**src/rtl/apus_pkg.sv**
```systemverilog
// Shared types and constants for the agent priority update and sort block.
`default_nettype none

package apus_pkg;

  localparam int MAX_AGENTS_DEF    = 64;
  localparam int FRACTION_BITS_DEF = 16;

  localparam int DIST_W  = 16;
  localparam int PRIO_W  = 32;
  localparam int GROUP_W = 7;
  localparam int IDX_W   = 6;

  localparam logic [PRIO_W-1:0] PRIO_MAX = 32'hFFFF_FFFF;

  typedef enum logic [1:0] {
    ST_IDLE,
    ST_DIVIDE,
    ST_INSERT,
    ST_EMIT
  } apus_state_t;

  typedef struct packed {
    logic load;
    logic div_step;
    logic insert;
    logic emit;
  } apus_cmd_t;

  typedef struct packed {
    logic div_last;
    logic count_zero;
    logic count_one;
    logic last_item;
  } apus_status_t;

endpackage

`default_nettype wire

```
**src/rtl/apus_ctrl.sv**
```systemverilog
// Controller state machine that sequences load, division, insertion and emission.
`default_nettype none

module apus_ctrl (
  input  wire logic                  clk,
  input  wire logic                  rst,
  input  wire logic                  start,
  input  wire logic                  has_parent,
  input  wire apus_pkg::apus_status_t status,
  output apus_pkg::apus_cmd_t        cmd,
  output logic                       busy
);
  import apus_pkg::*;

  apus_state_t state;
  apus_state_t state_next;

  always_ff @(posedge clk) begin
    if (rst) begin
      state <= ST_IDLE;
    end else begin
      state <= state_next;
    end
  end

  always_comb begin
    state_next = state;
    case (state)
      ST_IDLE: begin
        if (start) begin
          state_next = has_parent ? ST_INSERT : ST_DIVIDE;
        end
      end
      ST_DIVIDE: begin
        if (status.div_last) begin
          state_next = ST_INSERT;
        end
      end
      ST_INSERT: begin
        state_next = status.last_item ? ST_EMIT : ST_IDLE;
      end
      ST_EMIT: begin
        if (status.count_zero || status.count_one) begin
          state_next = ST_IDLE;
        end
      end
      default: begin
        state_next = ST_IDLE;
      end
    endcase
  end

  always_comb begin
    cmd  = '0;
    busy = 1'b1;
    case (state)
      ST_IDLE: begin
        busy     = 1'b0;
        cmd.load = start;
      end
      ST_DIVIDE: begin
        cmd.div_step = 1'b1;
      end
      ST_INSERT: begin
        cmd.insert = 1'b1;
      end
      ST_EMIT: begin
        cmd.emit = !status.count_zero;
      end
      default: begin
        busy = 1'b0;
      end
    endcase
  end

endmodule

`default_nettype wire

```
**config.mk**
```make
export PLATFORM = sky130hd
export DESIGN_NAME = apus_ctrl
export DESIGN_NICKNAME = d
export VERILOG_FILES = /design/src/rtl/apus_pkg.sv /design/src/rtl/apus_ctrl.sv
export SDC_FILE = /design/constraint.sdc
export NUM_CORES = 1
export LEC_CHECK = 0
export BUFFER_PORTS_ARGS = -buffer_cell sky130_fd_sc_hd__buf_2
export CAP_MARGIN = 20
export CORE_AREA = 2 2 39 41
export DETAILED_ROUTE_END_ITERATION = 10
export DIE_AREA = 0 0 41 43
export GPL_ROUTABILITY_DRIVEN = 1
export RECOVER_POWER = 100
export REMOVE_ABC_BUFFERS = 1
export SLEW_MARGIN = 30
export SYNTH_ARGS = -nofsm -noshare
export SYNTH_HDL_FRONTEND = slang
export SYNTH_SLANG_ARGS = --single-unit
```
**constraint.sdc**
```tcl
create_clock -name clk -period 1.1 [get_ports clk]
set_clock_uncertainty 0.2 [all_clocks]
set_input_delay 0.275 -clock clk [delete_from_list [all_inputs] [get_ports clk]]
set_output_delay 0.275 -clock clk [all_outputs]
set_load 0.02 [all_outputs]
```
==> insert_results.sql, run 1 <==
INSERT INTO impl_metrics (metric_group, metric, value, unit) VALUES
('outcome', 'run_status', 'complete, but fails checks', ''),
('outcome', 'violations', 'negative setup slack', ''),
('worst_setup_path', 'timing.critical_path.slowest_cell_delay', '350', 'ps'),
('clock_network', 'path_clk_slew', '30', 'ps'),
('detailed_routing', 'vias', '186', ''),
('detailed_routing', 'wire_length_on_met3', '43', 'um'),
('finish', 'flow.area_growth_from_synthesis', '106', '%'),
('synth', 'synth_warnings', '0', ''),
('finish', 'share_of_the_core_filled_with_cells_in_the_final_layout', '22.0', '%'),
('synth', 'synth_flop_cell', 'dfxtp_1', ''),
('sta', 'report.final.hold_viol_count', '0', ''),
('place', 'hpwl', '292', 'um'),
('detailed_routing', 'antenna_left', '0', ''),
('power', 'p_total', '0.430', 'mW'),
('die', 'start_util', '10.7', '%'),
('clock_network', 'root_buffer', 'clkbuf_4', ''),
('worst_setup_path', 'critPathLaunchType', 'flip-flop', ''),
('synth', 'number_of_enable_type_register_cells_in_the_synthesized_netlist', '0', ''),
('detailed_routing', 'finalWirelength', '414', 'um'),
('synth', 'synth_sequential_area_ratio', '27.1', '%'),
('sta', 'postLayoutSetupSlackWorst', '-307', 'ps'),
('sta', 'totalNegativeSetupSlack', '-1680', 'ps'),
('finish', 'largestRegisters', 'state: 2 flops', ''),
('worst_setup_path', 'cp_data_required_time', '620', 'ps'),
('grt', 'grt_pass1_wl', '572', 'um'),
('grt', 'grt_antenna_before_repair', '0', ''),
('place', 'port_buffers', '12', ''),
('clock_network', 'cts_tree', 'done', ''),
('synth', 'synth.distinct_cells', '11', ''),
('worst_setup_path', 'critical_path.max_fanout', '6', ''),
('synth', 'mean_post_synth_cell_area', '8.20', 'um2'),
('sta', 'timing.fmax', '0.711', 'GHz'),
('clock_network', 'clock_sink_count', '2', ''),
('detailed_routing', 'initialDrtViolationCount', '0', ''),
('synth', 'mappedNetlistArea', '148', 'um2'),
('worst_setup_path', 'crit_path_cell_trace', 'nand2b_4 > nor2_2 > buf_4', ''),
('synth', 'post-synth-top-area-cell', 'dfxtp_1', ''),
('die', 'row_count', '14', ''),
('finish', 'flip_flop_count_of_the_largest_register_all_copies_and_words_added', '2', ''),
('worst_setup_path', 'crit_family', 'flip-flops', ''),
('worst_setup_path', 'path_buf_inv', '1', ''),
('synth', 'synth_top_cells_by_count', 'nand2b_1, nor2_1, dfxtp_1, o21a_1, or2_1', ''),
('finish', 'num-nets-final', '45', ''),
('hold_path', 'hold_path_class', 'in2reg', ''),
('clock_network', 'clk_path_buf_depth', '2', ''),
('finish', 'drive_gt1_share', '65.7', '%'),
('sta', 'hold-worst-slack', '29.7', 'ps'),
('sta', 'slew_viol_final', '0', ''),
('power', 'power.static_leakage', '0.137', 'nW'),
('worst_setup_path', 'setup.worst_path.class', 'reg2out', ''),
('detailed_routing', 'wl_per_cell', '8.12', 'um'),
('sta', 'tightest_slew', '195', 'ps'),
('grt', 'gr-usage-all-layers', '5.60', '%'),
('synth', 'asyncSetResetFlopFracSynth', '0', '%'),
('sta', 'fin_crit_sh', '128', '%'),
('grt', 'grt_max_degree', '7', ''),
('sta', 'setup_viol_count_final', '7', ''),
('finish', 'antenna_cells', '0', ''),
('power', 'vdd_ir_drop_max', '0.275', 'mV'),
('job', 'reported_max_cap_violation_count', '0', ''),
('sta', 'setup_repair_after_global_routing_missed_its_margin', 'yes', ''),
('die', 'die-width', '41', 'um'),
('grt', 'grt_overflow_total', '0', ''),
('place', 'gp_congestion', '0.530', ''),
('die', 'core_region_area', '0.00138', 'mm2'),
('clock_network', 'postCtsHoldBufs', '0', ''),
('detailed_routing', 'met2_length', '248', 'um'),
('synth', 'synth_top_cells_by_area', 'dfxtp_1, nand2b_1, a221oi_2', ''),
('worst_setup_path', 'slowest_stage', 'dfxtp_4', ''),
('sta', 'fin_crit', '1410', 'ps'),
('detailed_routing', 'routed_met1_length', '122', 'um');
## routing by layer
metal,vias to the layer above,GRT usage [%]
met5,-,0
met4,0,10.0
met3,0,1.57
met2,9,8.44
met1,80,3.49
li1,97,-
## cell type report
| class | count | area, um2 |
|---|---|---|
| clock buffer | 3 | 22.5 |
| fill | 169 | 1080 |
| inverter | 1 | 3.75 |
| multi-input combinational | 15 | 114 |
| sequential | 2 | 45.0 |
| tap | 16 | 20.0 |
| timing repair buffer | 14 | 98.8 |
## cell usage in the layout, fill, tap and decap left out
| cell type | count |
|---|---|
| a211oi_2 | 1 |
| a21oi_1 | 1 |
| a221oi_2 | 1 |
| buf_2 | 7 |
| buf_4 | 4 |
| buf_6 | 3 |
| clkbuf_4 | 3 |
| dfxtp_2 | 1 |
| dfxtp_4 | 1 |
| inv_1 | 1 |
| nand2b_1 | 2 |
| nand2b_4 | 1 |
| nand3b_1 | 1 |
| nor2_1 | 2 |
| nor2_2 | 1 |
| nor2b_1 | 1 |
| o21a_1 | 2 |
| or2_1 | 2 |
## cell families after synthesis
kind of cell | synth area share [%]
buffers and inverters | 2.54
AOI/OAI and AO/OA | 32.2
DFF | 27.1
and+or+nand+nor | 38.1
## what timing repair did
| item | CTS | global route |
|---|---|---|
| gates resized for setup | 10 | 3 |
| setup buffers | 1 | 0 |
| endpoints found under the setup margin | 7 | 7 |
| pin swaps | 3 | 1 |
| gates cloned | 0 | 0 |
## power breakdown
group          leakage [nW]  internal, mW  switching [mW]
logic                 0.106        0.0921          0.0753
clock network        0.0138         0.121          0.0437
registers            0.0175        0.0842          0.0138
## worst paths after layout
path | start | end | slack (ps) | cells after the start
setup reg to reg | state[1] | state[1] | -180 | 4
hold / removal | rst | state[0] | 30 | 2
setup / recovery | state[1] | cmd[3] | -310 | 3
hold reg to reg | state[0] | state[1] | 450 | 2
## stage by stage
step | area, um2 | setup slack (ps) | cells
2_1_floorplan | 148 | -153 | 18
4_1_cts | 294 | -314 | 51
6_report | 304 | -307 | 51
3_3_place_gp | 235 | -123 | 47
3_5_place_dp | 235 | -130 | 47
5_1_grt | 304 | -351 | 51
Power figures use the tool's default switching activity.
==> run 2: changes to the inputs <==
ABC_AREA = 1   (was not set)
==> run 2 against run 1 <==
Compared with the run above:
- the run still ends with negative setup slack left
- die area is the same
- wire length grew 2.9%
- critical path depth grew 1
- sequential power grew 10%
- sequential cell count is the same
- fmax shrank 2.9%
- synthesized cell count grew 78%
- clock power shrank 5%
==> insert_results.sql, run 2 <==
INSERT INTO impl_metrics (metric_group, metric, value, unit) VALUES
('detailed_routing', 'via_per_inst', '3.59', ''),
('hold_path', 'hold_path_class', 'in2reg', ''),
('place', 'placement.cell_area', '256', 'um2'),
('clock_network', 'path_clk_slew', '30', 'ps'),
('worst_setup_path', 'timing.critical_path.slowest_cell_delay', '350', 'ps'),
('synth', 'synth.distinct_cells', '11', ''),
('power', 'seq_power_share', '22.5', '%'),
('finish', 'flip_flop_count_of_the_largest_register_all_copies_and_words_added', '2', ''),
('worst_setup_path', 'cp_data_required_time', '620', 'ps'),
('worst_setup_path', 'setup.worst_path.class', 'reg2out', ''),
('grt', 'grt_antenna_before_repair', '0', ''),
('clock_network', 'cts_post_setup_buffers_inserted', '0', ''),
('finish', 'regMostFlops', 'state', ''),
('synth', 'yosys.cell_count.top_type', 'nand2_1', ''),
('sta', 'timing.fmax', '0.690', 'GHz'),
('power', 'combPwrFrac', '45.0', '%'),
('grt', 'gr-usage-all-layers', '5.30', '%'),
('synth', 'synth_top_area_share', '23.7', '%'),
('worst_setup_path', 'path_buf_inv', '2', ''),
('synth', 'ys_seq_elements', '2', ''),
('finish', 'mostFrequentLayoutCell', 'buf_2', ''),
('clock_network', 'clock_sink_count', '2', ''),
('outcome', 'violations', 'negative setup slack', ''),
('synth', 'number_of_enable_type_register_cells_in_the_synthesized_netlist', '0', ''),
('sta', 'slew_viol_final', '0', ''),
('die', 'ioPinCount', '13', ''),
('die', 'area_of_the_die', '0.00176', 'mm2'),
('detailed_routing', 'wl_per_cell', '6.66', 'um'),
('worst_setup_path', 'critPathLaunchType', 'flip-flop', ''),
('grt', 'grt_pass1_wl', '545', 'um'),
('finish', 'share_of_the_core_filled_with_cells_in_the_final_layout', '24.1', '%'),
('worst_setup_path', 'cp.arrival', '970', 'ps'),
('place', 'preCtsSetupSlack', '-162', 'ps'),
('finish', 'num-nets-final', '58', ''),
('sta', 'timing.slew.headroom', '91.7', '%'),
('synth', 'mappedNetlistArea', '169', 'um2'),
('synth', 'synth_warnings', '0', ''),
('clock_network', 'numCtsBuffers', '3', ''),
('worst_setup_path', 'crit_path_cell_trace', 'nor2_4 > inv_2 > nor2_2 > buf_6', ''),
('die', 'die-height', '43', 'um'),
('power', 'share_clk_of_total_power', '32.5', '%'),
('finish', 'multiInputGateArea', '121', 'um2'),
('power', 'p_total', '0.480', 'mW'),
('detailed_routing', 'drc', '0', ''),
('grt', 'first_global_vias', '178', ''),
('sta', 'report.final.hold_viol_count', '0', ''),
('sta', 'postLayoutSetupSlackWorst', '-349', 'ps'),
('clock_network', 'root_buffer', 'clkbuf_4', ''),
('synth', 'synth_sequential_area_ratio', '23.7', '%'),
('power', 'netSwitchingFraction', '36.4', '%'),
('worst_setup_path', 'worst_setup_path_end_kind', 'primary output', ''),
('worst_setup_path', 'critical_path.max_fanout', '4', ''),
('power', 'intPower', '0.305', 'mW'),
('power', 'total_power_divided_by_cell_area', '1440', 'mW/mm2'),
('finish', 'antenna_cells', '0', ''),
('clock_network', 'number_of_h_tree_levels', '1', ''),
('finish', 'final-seq-area', '47.5', 'um2'),
('finish', 'final_cell_mix', 'buf_2, nand2_1, inv_1, nor2_2', ''),
('outcome', 'run_status', 'complete, but fails checks', ''),
('finish', 'drive_gt1_share', '60.4', '%'),
('clock_network', 'postCtsHoldBufs', '0', ''),
('clock_network', 'cts_tree', 'done', ''),
('synth', 'synth_top_cells_by_count', 'nand2_1, inv_1, nor2_1', ''),
('die', 'start_util', '12.2', '%'),
('grt', 'grt_overflow_total', '0', ''),
('detailed_routing', 'finalWirelength', '426', 'um'),
('finish', 'fillers', '153', ''),
('place', 'port_buffers', '12', ''),
('synth', 'synth_flop_cell', 'dfxtp_1', ''),
('synth', 'mean_post_synth_cell_area', '5.28', 'um2'),
('worst_setup_path', 'crit_family', 'flip-flops', ''),
('place', 'gp_congestion', '0.602', ''),
('detailed_routing', 'antenna_left', '0', ''),
('synth', 'count_of_mapped_cells_out_of_synthesis', '32', ''),
('grt', 'grt_max_degree', '6', ''),
('detailed_routing', 'initialDrtViolationCount', '4', ''),
('detailed_routing', 'number_of_search_and_repair_iterations_in_the_first_detailed_routing_pass', '4', ''),
('power', 'vdd_ir_drop_max', '0.441', 'mV'),
('power', 'power_switching', '0.175', 'mW'),
('die', 'die-width', '41', 'um'),
('job', 'reported_max_cap_violation_count', '0', ''),
('sta', 'tightest_slew', '125', 'ps'),
('clock_network', 'worstSkewPairLatency', '220', 'ps'),
('clock_network', 'clk_path_buf_depth', '2', ''),
('power', 'power.static_leakage', '0.177', 'nW'),
('die', 'row_count', '14', ''),
('sta', 'fin_crit_sh', '132', '%'),
('synth', 'synth_top_cells_by_area', 'dfxtp_1, nand2_1, inv_1', ''),
('worst_setup_path', 'slowest_stage', 'dfxtp_4', ''),
('sta', 'setup_viol_count_final', '6', ''),
('finish', 'flow.area_growth_from_synthesis', '97.8', '%'),
('place', 'hpwl', '334', 'um'),
('sta', 'totalNegativeSetupSlack', '-1420', 'ps'),
('finish', 'largestRegisters', 'state: 2 flops', ''),
('sta', 'fin_crit', '1450', 'ps'),
('sta', 'setup_repair_after_global_routing_missed_its_margin', 'yes', ''),
('worst_setup_path', 'rrSetupSlack', '-10', 'ps'),
('detailed_routing', 'vias', '230', ''),
('synth', 'asyncSetResetFlopFracSynth', '0', '%'),
('finish', 'fin_area', '334', 'um2'),
('synth', 'post-synth-top-area-cell', 'dfxtp_1', ''),
('die', 'core_region_area', '0.00138', 'mm2');
run 2: layer usage:
| metal | part of all wire, % | track usage [%] | vias to the layer above | wire [um] |
|---|---|---|---|---|
| met5 | 0 | 0 | - | 0 |
| met4 | 0 | 10.0 | 0 | 0 |
| met3 | 8.0 | 1.57 | 0 | 34 |
| met2 | 51 | 6.56 | 8 | 217 |
| met1 | 41 | 4.44 | 96 | 174 |
| li1 | - | - | 126 | - |
run 2: final timing paths:
path            start       end  cells past startpoint
max reg2reg  state[1]  state[0]                      6
max          state[0]    cmd[3]                      4
min reg2reg  state[1]  state[1]                      3
min               rst  state[1]                      4
run 2: worst reg2reg max path: stages (launching register included):
cell,delay [ps]
dfxtp_4,350
nand2_1,100
clkinv_1,60
nand2_1,80
nand3_1,80
nor2_2,100
nor2_2,30
run 2: cell families after synthesis:
logic type | after synthesis | synth area share, %
compound gates | 2 | 5.92
buf+inv | 9 | 20.0
flops | 2 | 23.7
simple gates | 19 | 50.4
run 2: cell type report:
type	count	area share (%)
Timing Repair Buffer	13	26.6
Multi-Input combinational cell	21	36.3
Inverter	9	10.1
Clock buffer	3	6.74
Sequential cell	2	14.2
Tap cell	16	5.99
run 2: power by group through the flow:
stage | Sequential [mW] | Clock [mW] | Combinational (mW)
after global routing | 0.111 | 0.178 | 0.237
after CTS | 0.105 | 0.167 | 0.196
after floorplan | 0.0988 | 0 | 0.111
final | 0.108 | 0.156 | 0.216
after global placement | 0.0980 | 0 | 0.167
after detailed placement | 0.0985 | 0 | 0.166
run 2: through the flow:
step           std cells  hold WS (ps)
2_1_floorplan         32           251
3_3_place_gp          61           350
3_5_place_dp          61           349
4_1_cts               64           104
5_1_grt               64           111
6_report              64           111
run 2: repair_timing:
| item | CTS | global route |
|---|---|---|
| pin swaps | 4 | 4 |
| hold endpoints to repair | 0 | 0 |
| gates resized for setup | 12 | 8 |
| gates cloned | 0 | 0 |
| endpoints found under the setup margin | 6 | 7 |
==> run 3: changes to the inputs <==
==> constraint.sdc (replaced) <==
create_clock -name clk -period 1.85 [get_ports clk]
set_clock_uncertainty 0.2 [all_clocks]
set_input_delay 0.185 -clock clk [delete_from_list [all_inputs] [get_ports clk]]
set_output_delay 0.185 -clock clk [all_outputs]
set_load 0.02 [all_outputs]
==> run 3 against run 2 <==
Compared with the run above:
- the run now ends clean
- via count is 5.7% lower
- critical path depth unchanged
- cell area shrank 21%
- utilization fell by 5.1 points
- register-to-register slack better by 730 ps
- sequential cell count did not move
- global-route usage up 0.71 points
- clock power fell by 36%
- hold slack worse by 91 ps
- sequential share of layout area rose by 0.93 points
- worst setup slack improved by 640 ps
- non-clock buffer count decreased by 1
- critical endpoint unchanged
- highest routed layer is now met4
==> insert_results.sql, run 3 (synthesis results as in run 2) <==
INSERT INTO impl_metrics (metric_group, metric, value, unit) VALUES
('grt', 'gr-usage-all-layers', '6.01', '%'),
('place', 'gp_congestion', '0.562', ''),
('grt', 'grt_overflow_total', '0', ''),
('grt', 'grt_max_degree', '7', ''),
('hold_path', 'min_delay_path_depth', '4', ''),
('clock_network', 'clk_path_buf_depth', '2', ''),
('grt', 'grt_antenna_before_repair', '0', ''),
('sta', 'fin_crit', '1560', 'ps'),
('die', 'start_util', '12.2', '%'),
('detailed_routing', 'vias', '217', ''),
('clock_network', 'path_clk_slew', '30', 'ps'),
('die', 'ioPinCount', '13', ''),
('sta', 'report.final.hold_viol_count', '0', ''),
('sta', 'tightest_slew', '261', 'ps'),
('finish', 'final_cell_mix', 'buf_2, nand2_1, nor2_1, inv_1, clkbuf_1', ''),
('clock_network', 'cts_tree', 'done', ''),
('worst_setup_path', 'cp.arrival', '1170', 'ps'),
('clock_network', 'clock_sink_count', '2', ''),
('sta', 'fin_crit_sh', '84.2', '%'),
('detailed_routing', 'finalWirelength', '382', 'um'),
('grt', 'grt_pass1_wl', '545', 'um'),
('worst_setup_path', 'critPathLaunchType', 'flip-flop', ''),
('sta', 'setup_viol_count_final', '0', ''),
('sta', 'timing.slew.headroom', '82.6', '%'),
('die', 'die-width', '41', 'um'),
('sta', 'slew_viol_final', '0', ''),
('die', 'area_of_the_die', '0.00176', 'mm2'),
('power', 'total_power_divided_by_cell_area', '930', 'mW/mm2'),
('place', 'port_buffers', '12', ''),
('sta', 'totalNegativeSetupSlack', '0', 'ps'),
('worst_setup_path', 'cp_data_required_time', '1460', 'ps'),
('detailed_routing', 'initialDrtViolationCount', '1', ''),
('finish', 'drive_gt1_share', '31.9', '%'),
('die', 'die-height', '43', 'um'),
('clock_network', 'numCtsBuffers', '3', ''),
('finish', 'regMostFlops', 'state', ''),
('clock_network', 'worstSkewPairLatency', '230', 'ps'),
('worst_setup_path', 'worst_setup_path_end_kind', 'primary output', ''),
('power', 'power.static_leakage', '0.149', 'nW'),
('sta', 'timing.fmax', '0.642', 'GHz'),
('detailed_routing', 'antenna_left', '0', ''),
('die', 'core_region_area', '0.00138', 'mm2'),
('job', 'reported_max_cap_violation_count', '0', ''),
('finish', 'mostFrequentLayoutCell', 'buf_2', ''),
('die', 'row_count', '14', ''),
('finish', 'num-nets-final', '57', ''),
('worst_setup_path', 'critical_path.max_fanout', '6', ''),
('clock_network', 'number_of_h_tree_levels', '1', ''),
('finish', 'flow.area_growth_from_synthesis', '56.3', '%'),
('clock_network', 'root_buffer', 'clkbuf_4', ''),
('place', 'dpl.cell_count', '60', ''),
('detailed_routing', 'drc', '0', ''),
('detailed_routing', 'wl_per_cell', '6.06', 'um'),
('clock_network', 'postCtsHoldBufs', '0', ''),
('finish', 'number_of_standard_cells_in_the_final_layout_excluding_fillers', '63', ''),
('sta', 'postLayoutSetupSlackWorst', '292', 'ps'),
('hold_path', 'hold_path_class', 'in2reg', ''),
('outcome', 'run_status', 'complete, no violations', ''),
('worst_setup_path', 'r2r_cells', '5', ''),
('grt', 'first_global_vias', '152', ''),
('place', 'preCtsSetupSlack', '645', 'ps'),
('finish', 'flip_flop_count_of_the_largest_register_all_copies_and_words_added', '2', ''),
('clock_network', 'post_cts_resized', '0', ''),
('finish', 'antenna_cells', '0', ''),
('detailed_routing', 'number_of_search_and_repair_iterations_in_the_first_detailed_routing_pass', '2', ''),
('detailed_routing', 'via_per_inst', '3.44', ''),
('sta', 'setup_repair_after_global_routing_missed_its_margin', 'no', ''),
('clock_network', 'cts_post_setup_buffers_inserted', '0', ''),
('worst_setup_path', 'setup.worst_path.class', 'reg2out', ''),
('power', 'vdd_ir_drop_max', '0.144', 'mV'),
('finish', 'largestRegisters', 'state: 2 flops', '');
[run 3: cell count changes in the layout (fill, tap and decap cells not counted), moves of 2 or more]
cell / previous run / this run
clkbuf_1: 0 / 4
nor2_1: 2 / 6
buf_6: 3 / 0
buf_4: 2 / 0
dfxtp_1: 0 / 2
dfxtp_4: 2 / 0
nor2_2: 4 / 2
nor2_4: 2 / 0
[run 3: worst paths after layout]
check,end,start,slack [ps]
setup reg to reg,state[0],state[0],720
hold / removal,state[0],rst,20
setup / recovery,cmd[3],state[0],290
hold reg to reg,state[1],state[1],400
[run 3: layout make-up]
type | instances | area (um2)
inverter | 9 | 33.8
multi-input combinational | 21 | 92.6
fill | 172 | 1120
timing repair buffer | 12 | 55.1
clock buffer | 3 | 22.5
tap | 16 | 20.0
sequential | 2 | 40.0
[run 3: stage by stage]
step	cell area, um2	util [%]	total power, mW	hold slack [ps]
after global placement	249	18.0	0.153	258
after CTS	272	19.6	0.258	16.4
after global routing	264	19.1	0.274	19.9
final	264	19.1	0.246	19.7
after floorplan	169	-	0.124	161
after detailed placement	249	18.0	0.153	260
[run 3: worst max-delay path: stages (launching register included)]
cell and delay [ps]:
dfxtp_1 340, nor2_1 240, inv_2 50, nor2_1 80, clkbuf_1 230
[run 3: power breakdown]
group / leakage (nW) / switching, mW / total, mW / internal (mW)
Sequential: 0.0166 / 0.00811 / 0.0583 / 0.0502
Clock: 0.0138 / 0.0278 / 0.0996 / 0.0718
Combinational: 0.119 / 0.0572 / 0.0877 / 0.0305
[run 3: routing by layer]
metal,vias to the layer above,global-route usage [%],wire length [um]
li1,123,-,-
met1,80,5.11,150
met2,11,5.31,159
met3,3,4.71,45
met4,0,12.0,26
met5,-,0,0
